===== src/rtl/core/cc20_pkg.sv =====
// Shared constants, types and helpers for the ChaCha20 keystream XOR block.
// No dependencies.
package cc20_pkg;

  localparam int DOUBLE_ROUNDS_DEF = 10;
  localparam int CFG_IDX_W = 3;
  localparam int CFG_DATA_W = 64;
  localparam int QUEUE_DEPTH = 4;

  localparam logic [CFG_IDX_W-1:0] REG_KEY01 = 3'd0;
  localparam logic [CFG_IDX_W-1:0] REG_KEY23 = 3'd1;
  localparam logic [CFG_IDX_W-1:0] REG_KEY45 = 3'd2;
  localparam logic [CFG_IDX_W-1:0] REG_KEY67 = 3'd3;
  localparam logic [CFG_IDX_W-1:0] REG_NONCE01 = 3'd4;
  localparam logic [CFG_IDX_W-1:0] REG_NONCE2 = 3'd5;
  localparam logic [CFG_IDX_W-1:0] REG_START = 3'd6;

  localparam logic CMD_DATA = 1'b0;
  localparam logic CMD_RESTART = 1'b1;

  localparam logic [31:0] SIGMA0 = 32'h61707865;
  localparam logic [31:0] SIGMA1 = 32'h3320646e;
  localparam logic [31:0] SIGMA2 = 32'h79622d32;
  localparam logic [31:0] SIGMA3 = 32'h6b206574;

  typedef logic [15:0][31:0] words_t;

  // queue entry: classified beat
  typedef struct packed {
    logic       restart;
    logic [7:0] data;
  } qent_t;

  function automatic logic [31:0] rotl(input logic [31:0] v, input int s);
    rotl = (v << s) | (v >> (32 - s));
  endfunction

  // one quarter round on four words
  function automatic logic [127:0] qr(input logic [31:0] a, input logic [31:0] b,
                                      input logic [31:0] c, input logic [31:0] d);
    logic [31:0] ta, tb, tc, td;
    ta = a + b; td = rotl(d ^ ta, 16);
    tc = c + td; tb = rotl(b ^ tc, 12);
    ta = ta + tb; td = rotl(td ^ ta, 8);
    tc = tc + td; tb = rotl(tb ^ tc, 7);
    qr = {ta, tb, tc, td};
  endfunction

endpackage


===== src/rtl/core/cc20_front.sv =====
// Front end: accepts beats and pushes them into a short queue.
// Depends on cc20_pkg.
module cc20_front (
  input  logic            clk,
  input  logic            rst,
  input  logic            in_valid,
  output logic            in_ready,
  input  logic            command,
  input  logic [7:0]      data_in,
  output logic            q_valid,
  input  logic            q_pop,
  output cc20_pkg::qent_t q_head
);
  localparam int AW = $clog2(cc20_pkg::QUEUE_DEPTH);

  cc20_pkg::qent_t mem [cc20_pkg::QUEUE_DEPTH];
  logic [AW-1:0] wptr, rptr;
  logic [AW:0]   count;
  logic push, pop;

  assign in_ready = (count != (AW+1)'(cc20_pkg::QUEUE_DEPTH));
  assign push = in_valid && in_ready;
  assign q_valid = (count != '0);
  assign pop = q_pop && q_valid;
  assign q_head = mem[rptr];

  // queue pointers
  always_ff @(posedge clk) begin
    if (rst) begin
      wptr <= '0;
      rptr <= '0;
      count <= '0;
    end else begin
      if (push) wptr <= wptr + 1'b1;
      if (pop) rptr <= rptr + 1'b1;
      count <= count + (AW+1)'(push) - (AW+1)'(pop);
    end
  end

  always_ff @(posedge clk) begin
    if (push) begin
      mem[wptr].restart <= (command == cc20_pkg::CMD_RESTART);
      mem[wptr].data <= data_in;
    end
  end
endmodule


===== config.mk =====
export PLATFORM = sky130hd
export DESIGN_NAME = cc20_front
export DESIGN_NICKNAME = d
export VERILOG_FILES = /design/src/rtl/core/cc20_pkg.sv /design/src/rtl/core/cc20_front.sv
export SDC_FILE = /design/constraint.sdc
export NUM_CORES = 1
export LEC_CHECK = 0
export BUFFER_PORTS_ARGS = -buffer_cell sky130_fd_sc_hd__buf_2
export CAP_MARGIN = 10
export CELL_PAD_IN_SITES_DETAIL_PLACEMENT = 2
export CELL_PAD_IN_SITES_GLOBAL_PLACEMENT = 2
export CORE_MARGIN = 2
export CORE_UTILIZATION = 41
export CTS_CLUSTER_SIZE = 12
export DETAILED_ROUTE_END_ITERATION = 8
export PLACE_DENSITY_LB_ADDON = 0.15
export SLEW_MARGIN = 20
export SYNTH_ARGS = -nofsm -noshare
export SYNTH_HDL_FRONTEND = slang
export SYNTH_SLANG_ARGS = --single-unit

===== constraint.sdc =====
create_clock -name clk -period 2.9 [get_ports clk]
set_clock_uncertainty 0.1 [all_clocks]
set_input_delay 0.725 -clock clk [delete_from_list [all_inputs] [get_ports clk]]
set_output_delay 0.725 -clock clk [all_outputs]
set_load 0.1 [all_outputs]

Yosys cells after proc, flatten, opt, wreduce, memory -nomap -nowiden

Memory sizes are Yosys's and may differ from the RTL's. A register that Yosys moved wholly into a read port is not among the register bits.
Cells that the tools add are included.

Flip-flop bits (word level): 7
Bits of input ports: 13
Word-level logic and storage cells: 16
Memories kept: 1
RAM bits: 36
Output and inout bits: 11

Reductions and logical operators: 3
Add/subtract/negate cells: 4
Eq/ne operators: 1
Multiplexer cells: 4

Memories:

| memory | words | bits a word | read ports | clocked after Yosys merged registers in | write ports | RTL line         | text |
|---|---|---|---|---|---|---|---|
| mem    | 4     | 9           | 1          | 1                                       | 1           | cc20_front.sv:16 | `cc20_pkg::qent_t mem [cc20_pkg::QUEUE_DEPTH];` |

Operator list:

| kind                  | count |
|---|---|
| $add A2 B1 Y2 const B | 2 |
| $mux W2               | 2 |
| $add A3 B1 Y3         | 1 |
| $ne A3 B3 Y1 const B  | 1 |
| $reduce_bool A3 Y1    | 1 |
| $sub A3 B1 Y3         | 1 |
| $logic_and A1 B1 Y1   | 2 |
| $mux W1               | 2 |

Depth between registers and ports, before layout

Gate-level depths: netlist of run 1.

Word-level depth: 4
Gate-level depth with buffers: 11
Gate-level depth less buffers: 11

Worst setup path before layout of run 1

OpenSTA, ideal clock, no wires.

Kind: input port to flip-flop
Start: input in_valid
End: register count[2]
Data required time: 2727 ps
Arrival time: 2276 ps
Path slack: 451 ps
Cell stages on the path: 10
Buffers on the path: 0
Path through: a21boi_4 -> inv_1 -> ha_1 -> inv_1 -> ha_1 -> inv_1 -> fa_1 -> xor2_1 -> and2_2 -> nor3_2

Longest elaborated chain between the ends: 3

RTL lines:

| item                   | RTL line         | text |
|---|---|---|
| start: declaration     | cc20_front.sv:6  | `input logic in_valid,` |
| $logic_and A1 B1 Y1    | cc20_front.sv:22 | `assign push = in_valid && in_ready;` |
| $add A3 B1 Y3          | cc20_front.sv:36 | `count <= count + (AW+1)'(push) - (AW+1)'(pop);` |
| $sub A3 B1 Y3          | cc20_front.sv:36 |  |
| end signal: assignment | cc20_front.sv:36 |  |
| end: declaration       | cc20_front.sv:18 | `logic [AW:0] count;` |

No other way between the ends.
A chain may end at the register's enable or synchronous reset.

==> qor.yml, run 1 <==
status: "completed"
synthCells: 96
r2r_end: "count[2]$_SDFF_PP0_"
async_reset_ff_share_pct: 0
fin_tns_setup_ns: 0
areaGrowthSynthToFinish_pct: 15.1
hpwl_um: 2570
yosysSeqAreaShare_pct: 70.4
cts-root-buf: "clkbuf_8"
period_needed_ns: 2.51
dr_wl_met2_um: 1860
slowest_delay_ns: 0.53
drc_errors: 0
worstMarginPinSlew_ns: 0.517
cts_setup_buffers: 0
synth_top_cell_area_share_pct: 60.4
synth_top_area_cell: "edfxtp_1"
synth_edf_count: 36
die_w_um: 70.1
first_iter_violations: 64
layout-drive-gt1-share_pct: 36.8
cts-buffers-inserted: 5
yosysMostFrequentCell: "edfxtp_1"
yosys-top-cells-area: "edfxtp_1 60%, mux4_2 11%, dfxtp_1 10%"
crit_chain: "buf_4, mux4_2, buf_2"
reg2reg_from: "count[1]$_SDFF_PP0_"
avgRoutedWirePerCell_um: 19.5
grt_pass1_wl_um: 5660
endpoint_kind: "primary output"
insertion_delay_ns: 0.30
worstPathMaxFanout: 9
startpoint_type: "flop"
cts.repair.resized: 0
critPathArrivalTime_ns: 1.69
place.gp.congestion: 0.688
tritoncts: "yes"
antenna_found_initial: 0
cts_buffer_depth: 2
grt_overflow: 0
path_clk_slew_ns: 0.08
synth_commonest_cells: "36 x edfxtp_1, 9 x dfxtp_1, 9 x mux4_2"
syn_nets: 116
dr.pass1.iters: 4
drv_slew: 0
fmax_mhz: 398
synth.distinct_cells: 25
io_pins: 24
grt_pass1_vias: 1067
cts_hold_buf: 0
die_area_um2: 4910
wirelength_um: 3460
wl_met3_um: 110
clkSinkCount: 45
max-slew-margin-rel_pct: 65.6
via_per_inst: 5.21
cap_violations: 0
top_layer_used: "met4"
globalRouteTotalUtil_pct: 16.0
crit_type: "reg -> out"
critPathRequiredTime_ns: 2.08
hold_viol: 0
wl_met1_um: 1440
crit_slowest_cell: "mux4_2"
period_share_pct: 86.7
setup_viol: 0
nets: 144
fp.dieH_um: 70.1
setup.worst_path.end: "q_head[0]"
holdCritPathClass: "reg -> reg"
start_util_pct: 41.7
r2r_cells: 11
grt_max_degree: 15
synth.avg_cell_area_um2: 18.7
r2r_slack_ns: 0.43
num_rows: 24
ys_ff_latch: 45
synthFlopType: "edfxtp_1"
ant_nets: 0
grt_setup_unrepaired: "false"
netlist_area_um2: 1790
port_buffers: 23
via_count: 922
h-tree-depth: 2
diodes: 0
nFillCells: 397
yosysWarnings: 0
core_um2: 4290
hp-start: "wptr[1]$_SDFFE_PP0P_"
cells by family (layout without fill, tap and decap cells):
group | after synthesis | in the layout | share of synthesized area [%]
xor gates and xnor gates | 3 | 3 | 1.47
muxes | 11 | 11 | 12.7
and+or+nand+nor | 19 | 19 | 5.80
DFF | 45 | 45 | 70.4
buffers and inverters | 8 | 37 | 2.17
AOI/OAI and AO/OA | 3 | 3 | 2.10
adders and majority gates | 7 | 7 | 5.31
layout by cell type, fill, tap and decap left out:
cell,n
nand2b_1,2
buf_4,1
nand2_1,1
or3_1,1
nor3_2,1
ha_1,6
nor2_1,7
nor2_2,1
clkbuf_1,1
mux2i_1,1
nor2b_1,1
and2_2,1
xor2_1,2
mux4_2,9
dfxtp_1,9
buf_2,23
o31a_2,1
clkinv_2,1
fa_1,1
clkbuf_16,1
inv_1,5
xnor2_1,1
o311ai_1,1
and2_1,4
mux2_4,1
a21boi_4,1
clkbuf_8,5
edfxtp_1,36
critical path: cells and delay by family (launching register included):
family / cells / cell delay [ns]
buf+inv: 2 / 0.53
flops: 1 / 0.32
mux: 1 / 0.53
worst min-delay path by stage:
stage | to | depth (start not counted) | slack [ns]
CTS | wptr[1]$_SDFFE_PP0P_ | 2 | 0.43
detailed placement | wptr[1]$_SDFFE_PP0P_ | 2 | 0.42
floorplan | wptr[1]$_SDFFE_PP0P_ | 2 | 0.38
finish | wptr[1]$_SDFFE_PP0P_ | 2 | 0.42
global placement | wptr[1]$_SDFFE_PP0P_ | 2 | 0.40
global route | wptr[1]$_SDFFE_PP0P_ | 2 | 0.48
state kept, by name (all words and copies together), names as in the netlist, named ones only:
name and flops:
rptr 2, count 3, wptr 2, mem 36
layer usage:
layer / track usage (%) / up-vias
li1: - / 413
met1: 19.4 / 485
met3: 3.90 / 5
met2: 27.6 / 19
met4: 5.77 / 0
met5: 0 / -
per-stage QoR:
step                util [%]  hold WS (ns)  cells  setup slack [ns]  cell area [um2]
global route            48.0         0.481    177             0.212             2060
global placement        45.6         0.397    169             0.298             1960
finish                  48.0         0.423    177             0.387             2060
detailed placement      45.6         0.419    169             0.187             1960
floorplan                  -         0.382     96             0.451             1790
CTS                     48.0         0.431    177             0.352             2060
final cells by class:
cell class | count | area [um2] | area share, %
clock buffers | 7 | 97.6 | 4.74
clock inverters | 1 | 5.00 | 0.243
inverters | 5 | 18.8 | 0.911
multi-input cells | 43 | 490 | 23.8
flip-flops and latches | 45 | 1260 | 61.2
well taps | 52 | 65.1 | 3.16
repair buffers | 24 | 123 | 5.95
Power of run 1 is left out: the tool's default activity adds up to more than one toggle a clock period on the data nets, which glitch-free logic cannot reach.
==> run 2: changes to the inputs <==
--- a/config.mk
+++ b/config.mk
@@ -13,7 +13,9 @@
 export CORE_UTILIZATION = 41
 export CTS_CLUSTER_SIZE = 12
 export DETAILED_ROUTE_END_ITERATION = 8
+export GPL_ROUTABILITY_DRIVEN = 0
 export PLACE_DENSITY_LB_ADDON = 0.15
+export REMOVE_ABC_BUFFERS = 1
 export SLEW_MARGIN = 20
 export SYNTH_ARGS = -nofsm -noshare
 export SYNTH_HDL_FRONTEND = slang
==> run 2 against run 1 <==
  * Hold slack better by 0.0030 ns
  * Utilization up 0.50 points
  * Via count down 0.76%
  * Critical path depth down 1
  * Sequential share of layout area down 0.63 points
  * Routed wire length down 2.6%
  * Register-to-register slack about the same
  * Maximum frequency down 0.83%
  * Highest routed layer unchanged
==> qor.yml, run 2 (synthesis results as in run 1) <==
fin_tns_setup_ns: 0  # unchanged
port_buffers: 23  # unchanged
dr.pass1.iters: 3  # -1
first_iter_violations: 64  # unchanged
tritoncts: "yes"
cts.repair.resized: 0  # unchanged
h-tree-depth: 2  # unchanged
regArea_um2: 1260  # unchanged
fp.dieH_um: 70.1  # unchanged
areaGrowthSynthToFinish_pct: 16.3
globalRouteTotalUtil_pct: 16.1  # +0.13 points
cts_setup_buffers: 0  # unchanged
placed_cell_area_um2: 1960  # unchanged
critPathArrivalTime_ns: 1.71  # +0.02 ns
layout-drive-gt1-share_pct: 37.6  # +0.80 points
hold_viol: 0  # unchanged
startpoint_type: "flop"
antenna_found_initial: 0  # unchanged
clkSinkCount: 45  # unchanged
drc_errors: 0  # unchanged
num_rows: 24  # unchanged
via_count: 915  # -0.76%
die_w_um: 70.1  # unchanged
die_area_um2: 4910  # unchanged
mostFrequentLayoutCell: "edfxtp_1"
grt_pass1_vias: 1016  # -4.8%
setup_viol: 0  # unchanged
worstPathMaxFanout: 9  # unchanged
grt_overflow: 0  # unchanged
crit_type: "reg -> out"
ant_nets: 0  # unchanged
final_cell_mix: "36 x edfxtp_1, 23 x buf_2, 9 x mux4_2, 9 x dfxtp_1, 7 x nor2_1"
worstMarginPinSlew_ns: 0.524  # +0.00732 ns
avgRoutedWirePerCell_um: 19.0  # -2.6%
cap_violations: 0  # unchanged
wirelength_um: 3370  # -2.6%
hpwl_um: 2390  # -7.1%
slowest_delay_ns: 0.66  # +0.13 ns
grt_max_degree: 15  # unchanged
via_per_inst: 5.17  # -0.76%
period_needed_ns: 2.53  # +0.0209 ns
start_util_pct: 41.7  # unchanged
path_clk_slew_ns: 0.09  # about the same
crit_chain: "mux4_2, buf_2"
largest_registers: "mem (36), count (3)"
critPathRequiredTime_ns: 2.08  # about the same
cts_buffer_depth: 2  # unchanged
holdCritPathClass: "reg -> reg"
max-slew-margin-rel_pct: 65.0  # -0.54 points
grt_setup_unrepaired: "false"
status: "completed"
fmax_mhz: 395  # -0.83%
insertion_delay_ns: 0.31  # about the same
endpoint_kind: "primary output"
core_um2: 4290  # unchanged
drv_slew: 0  # unchanged
nets: 144  # unchanged
nFillCells: 398  # +0.25%
cts-buffers-inserted: 5  # unchanged
crit_slowest_cell: "dfxtp_1"
cts_hold_buf: 0  # unchanged
period_share_pct: 87.4  # +0.72 points
diodes: 0  # unchanged
top_register: "mem"
largest_reg_flops: 36  # unchanged
io_pins: 24  # unchanged
cts-root-buf: "clkbuf_8"
multi_input_area_um2: 490  # unchanged
design_area_um2: 2080  # +1.0%
grt_pass1_wl_um: 5660  # +0.11%
==> run 2: cell counts in the layout (fill, tap and decap cells not counted) <==
No cell type changed its count.
==> run 2: critical path, delay by kind of cell, from the launching register on <==
family / cells / cell delay [ns]
buffers and inverters: 1 / 0.43
flip-flops: 1 / 0.66
multiplexers: 1 / 0.31
==> run 2: path summary, 6_finish.rpt <==
check | start | to | slack (ns) | cells past startpoint
setup / recovery | flop | q_head[4] | 0.37 | 2
hold / removal | wptr[1]$_SDFFE_PP0P_ | wptr[1]$_SDFFE_PP0P_ | 0.43 | 2
setup reg to reg | count[1]$_SDFF_PP0_ | count[2]$_SDFF_PP0_ | 0.44 | 11
hold reg to reg | wptr[1]$_SDFFE_PP0P_ | wptr[1]$_SDFFE_PP0P_ | 0.43 | 2
==> run 2: per-layer routing <==
| layer | track usage [%] | up-vias | share of wire, % |
|---|---|---|---|
| li1 | - | 413 | - |
| met1 | 21.4 | 477 | 45 |
| met2 | 25.0 | 19 | 49 |
| met3 | 5.05 | 6 | 3.9 |
| met4 | 5.77 | 0 | 1.6 |
| met5 | 0 | - | 0 |
==> run 2: through the flow <==
stage               utilization, %  setup WS [ns]  instances  hold slack, ns
floorplan                        -          0.451         93           0.381
global placement              45.6          0.295        169           0.395
detailed placement            45.6          0.210        169           0.422
CTS                           48.5          0.350        177           0.434
global route                  48.5          0.206        177           0.512
finish                        48.5          0.366        177           0.426
==> run 2: area by class of cell <==
type / instances / area share, %
Inverter: 5 / 0.901
Multi-Input combinational cell: 43 / 23.6
Sequential cell: 45 / 60.6
Tap cell: 52 / 3.12
Clock inverter: 1 / 0.240
Clock buffer: 7 / 5.71
Timing Repair Buffer: 24 / 5.89
Power of run 2 is left out for the same reason.
==> run 3: changes to the inputs <==
--- a/config.mk
+++ b/config.mk
@@ -9,8 +9,7 @@
 export CAP_MARGIN = 10
 export CELL_PAD_IN_SITES_DETAIL_PLACEMENT = 2
 export CELL_PAD_IN_SITES_GLOBAL_PLACEMENT = 2
-export CORE_MARGIN = 2
-export CORE_UTILIZATION = 41
+export CORE_UTILIZATION = 40
 export CTS_CLUSTER_SIZE = 12
 export DETAILED_ROUTE_END_ITERATION = 8
 export GPL_ROUTABILITY_DRIVEN = 0
==> run 3 against run 2 <==
  * Routed wire length rose by 3.4%
  * Critical path type unchanged
  * Highest routed layer unchanged
  * Maximum frequency grew 0.62%
  * Register-to-register slack got worse by 0.04 ns
  * Count of clock-buffer cells in the layout fell by 1
  * Via count is 2.3% lower
  * Global-route usage rose by 1.9 points
  * Sequential share of layout area increased by 0.55 points
  * Hold slack improved by 0.00054 ns
  * First-iteration DRC count fell by 6.3%
==> qor.yml, run 3 (synthesis results as in run 1) <==
status: "completed"
clkSinkCount: 45  # unchanged
top_register: "mem"
worstPathMaxFanout: 9  # unchanged
diodes: 0  # unchanged
worstMarginPinSlew_ns: 0.513  # -0.0111 ns
path_clk_slew_ns: 0.08  # about the same
fin_ws_ns: 0.381  # +0.0157 ns
antenna_found_initial: 0  # unchanged
hpwl_um: 2600  # +9.1%
holdCritPathClass: "reg -> reg"
largest_reg_flops: 36  # unchanged
dr.pass1.iters: 4  # +1
tritoncts: "yes"
insertion_delay_ns: 0.29  # -0.02 ns
max-slew-margin-rel_pct: 65.8  # +0.79 points
die_w_um: 68.9  # -1.7%
grt_pass1_wl_um: 5670  # +0.12%
hold_viol: 0  # unchanged
first_iter_violations: 60  # -6.3%
period_share_pct: 86.8  # -0.54 points
grt_max_degree: 15  # unchanged
crit_slowest_cell: "mux4_2"
port_buffers: 23  # unchanged
grt_setup_unrepaired: "false"
via_count: 894  # -2.3%
cts_setup_buffers: 0  # unchanged
drv_slew: 0  # unchanged
fp.dieH_um: 68.9  # -1.7%
areaGrowthSynthToFinish_pct: 15.2
critPathArrivalTime_ns: 1.69  # -0.02 ns
cap_violations: 0  # unchanged
critPathRequiredTime_ns: 2.08  # about the same
slowest_delay_ns: 0.54  # -0.12 ns
ant_nets: 0  # unchanged
fin_tns_setup_ns: 0  # unchanged
nets: 144  # unchanged
globalRouteTotalUtil_pct: 18.0  # +1.9 points
crit_type: "reg -> out"
cts_hold_buf: 0  # unchanged
fmax_mhz: 397  # +0.62%
startpoint_type: "flop"
largest_registers: "mem (36), count (3)"
grt_overflow: 0  # unchanged
via_per_inst: 5.11  # -1.2%
layout-drive-gt1-share_pct: 36.8  # -0.80 points
mostFrequentLayoutCell: "edfxtp_1"
period_needed_ns: 2.52  # -0.0157 ns
core_um2: 4140  # -3.5%
num_rows: 23  # -4.2%
cts_buffer_depth: 2  # unchanged
setup_viol: 0  # unchanged
die_area_um2: 4750  # -3.3%
dp_slack_ns: 0.178  # -0.0315 ns
drc_errors: 0  # unchanged
cts-buffers-inserted: 5  # unchanged
final_cell_mix: "36 x edfxtp_1, 23 x buf_2, 9 x mux4_2, 9 x dfxtp_1, 7 x nor2_1"
endpoint_kind: "primary output"
wirelength_um: 3480  # +3.4%
crit_chain: "buf_4, mux4_2, buf_2"
start_util_pct: 43.2  # +1.5 points
grt_pass1_vias: 1047  # +3.1%
avgRoutedWirePerCell_um: 19.9  # +4.5%
cts-root-buf: "clkbuf_8"
io_pins: 24  # unchanged
h-tree-depth: 2  # unchanged
cts.repair.resized: 0  # unchanged
run 3: cell count changes in the layout (fill, tap and decap cells not counted):
cell	delta
bufinv_16	+1
clkbuf_1	+1
clkbuf_16	-2
run 3: routing by layer:
layer  share of wire, %  global-route usage, %
met1                 44                   21.8
met2                 52                   30.8
met3                3.0                   4.44
met4                1.1                   6.89
met5                  0                      0
run 3: area by class of cell:
type                    count  area (um2)
clock inverters             2        35.0
inverters                   5        18.8
flip-flops and latches     45        1260
repair buffers             24         123
fillers                   388        2080
well taps                  50        62.6
clock buffers               6        72.6
multi-input cells          43         490
run 3: through the flow:
step                hold WS [ns]  instance area (um2)  std cells  utilization (%)
finish                     0.426                 2060        175             49.8
global route               0.464                 2060        175             49.8
CTS                        0.429                 2060        175             49.8
detailed placement         0.416                 1960        167             47.2
global placement           0.408                 1960        167             47.2
floorplan                  0.381                 1770         93                -
run 3: path summary, 6_finish.rpt:
check | start | to | slack, ns | cells past startpoint
setup / recovery | flop | q_head[1] | 0.38 | 3
hold / removal | wptr[1]$_SDFFE_PP0P_ | wptr[1]$_SDFFE_PP0P_ | 0.43 | 2
setup reg to reg | count[1]$_SDFF_PP0_ | count[2]$_SDFF_PP0_ | 0.40 | 11
hold reg to reg | wptr[1]$_SDFFE_PP0P_ | wptr[1]$_SDFFE_PP0P_ | 0.43 | 2
run 3: worst max-delay path: cells and delay by family, from the launching register on:
family | cells | cell delay [ns]
muxes | 1 | 0.54
DFF | 1 | 0.33
buffers and inverters | 2 | 0.53
Power of run 3 is left out for the same reason.
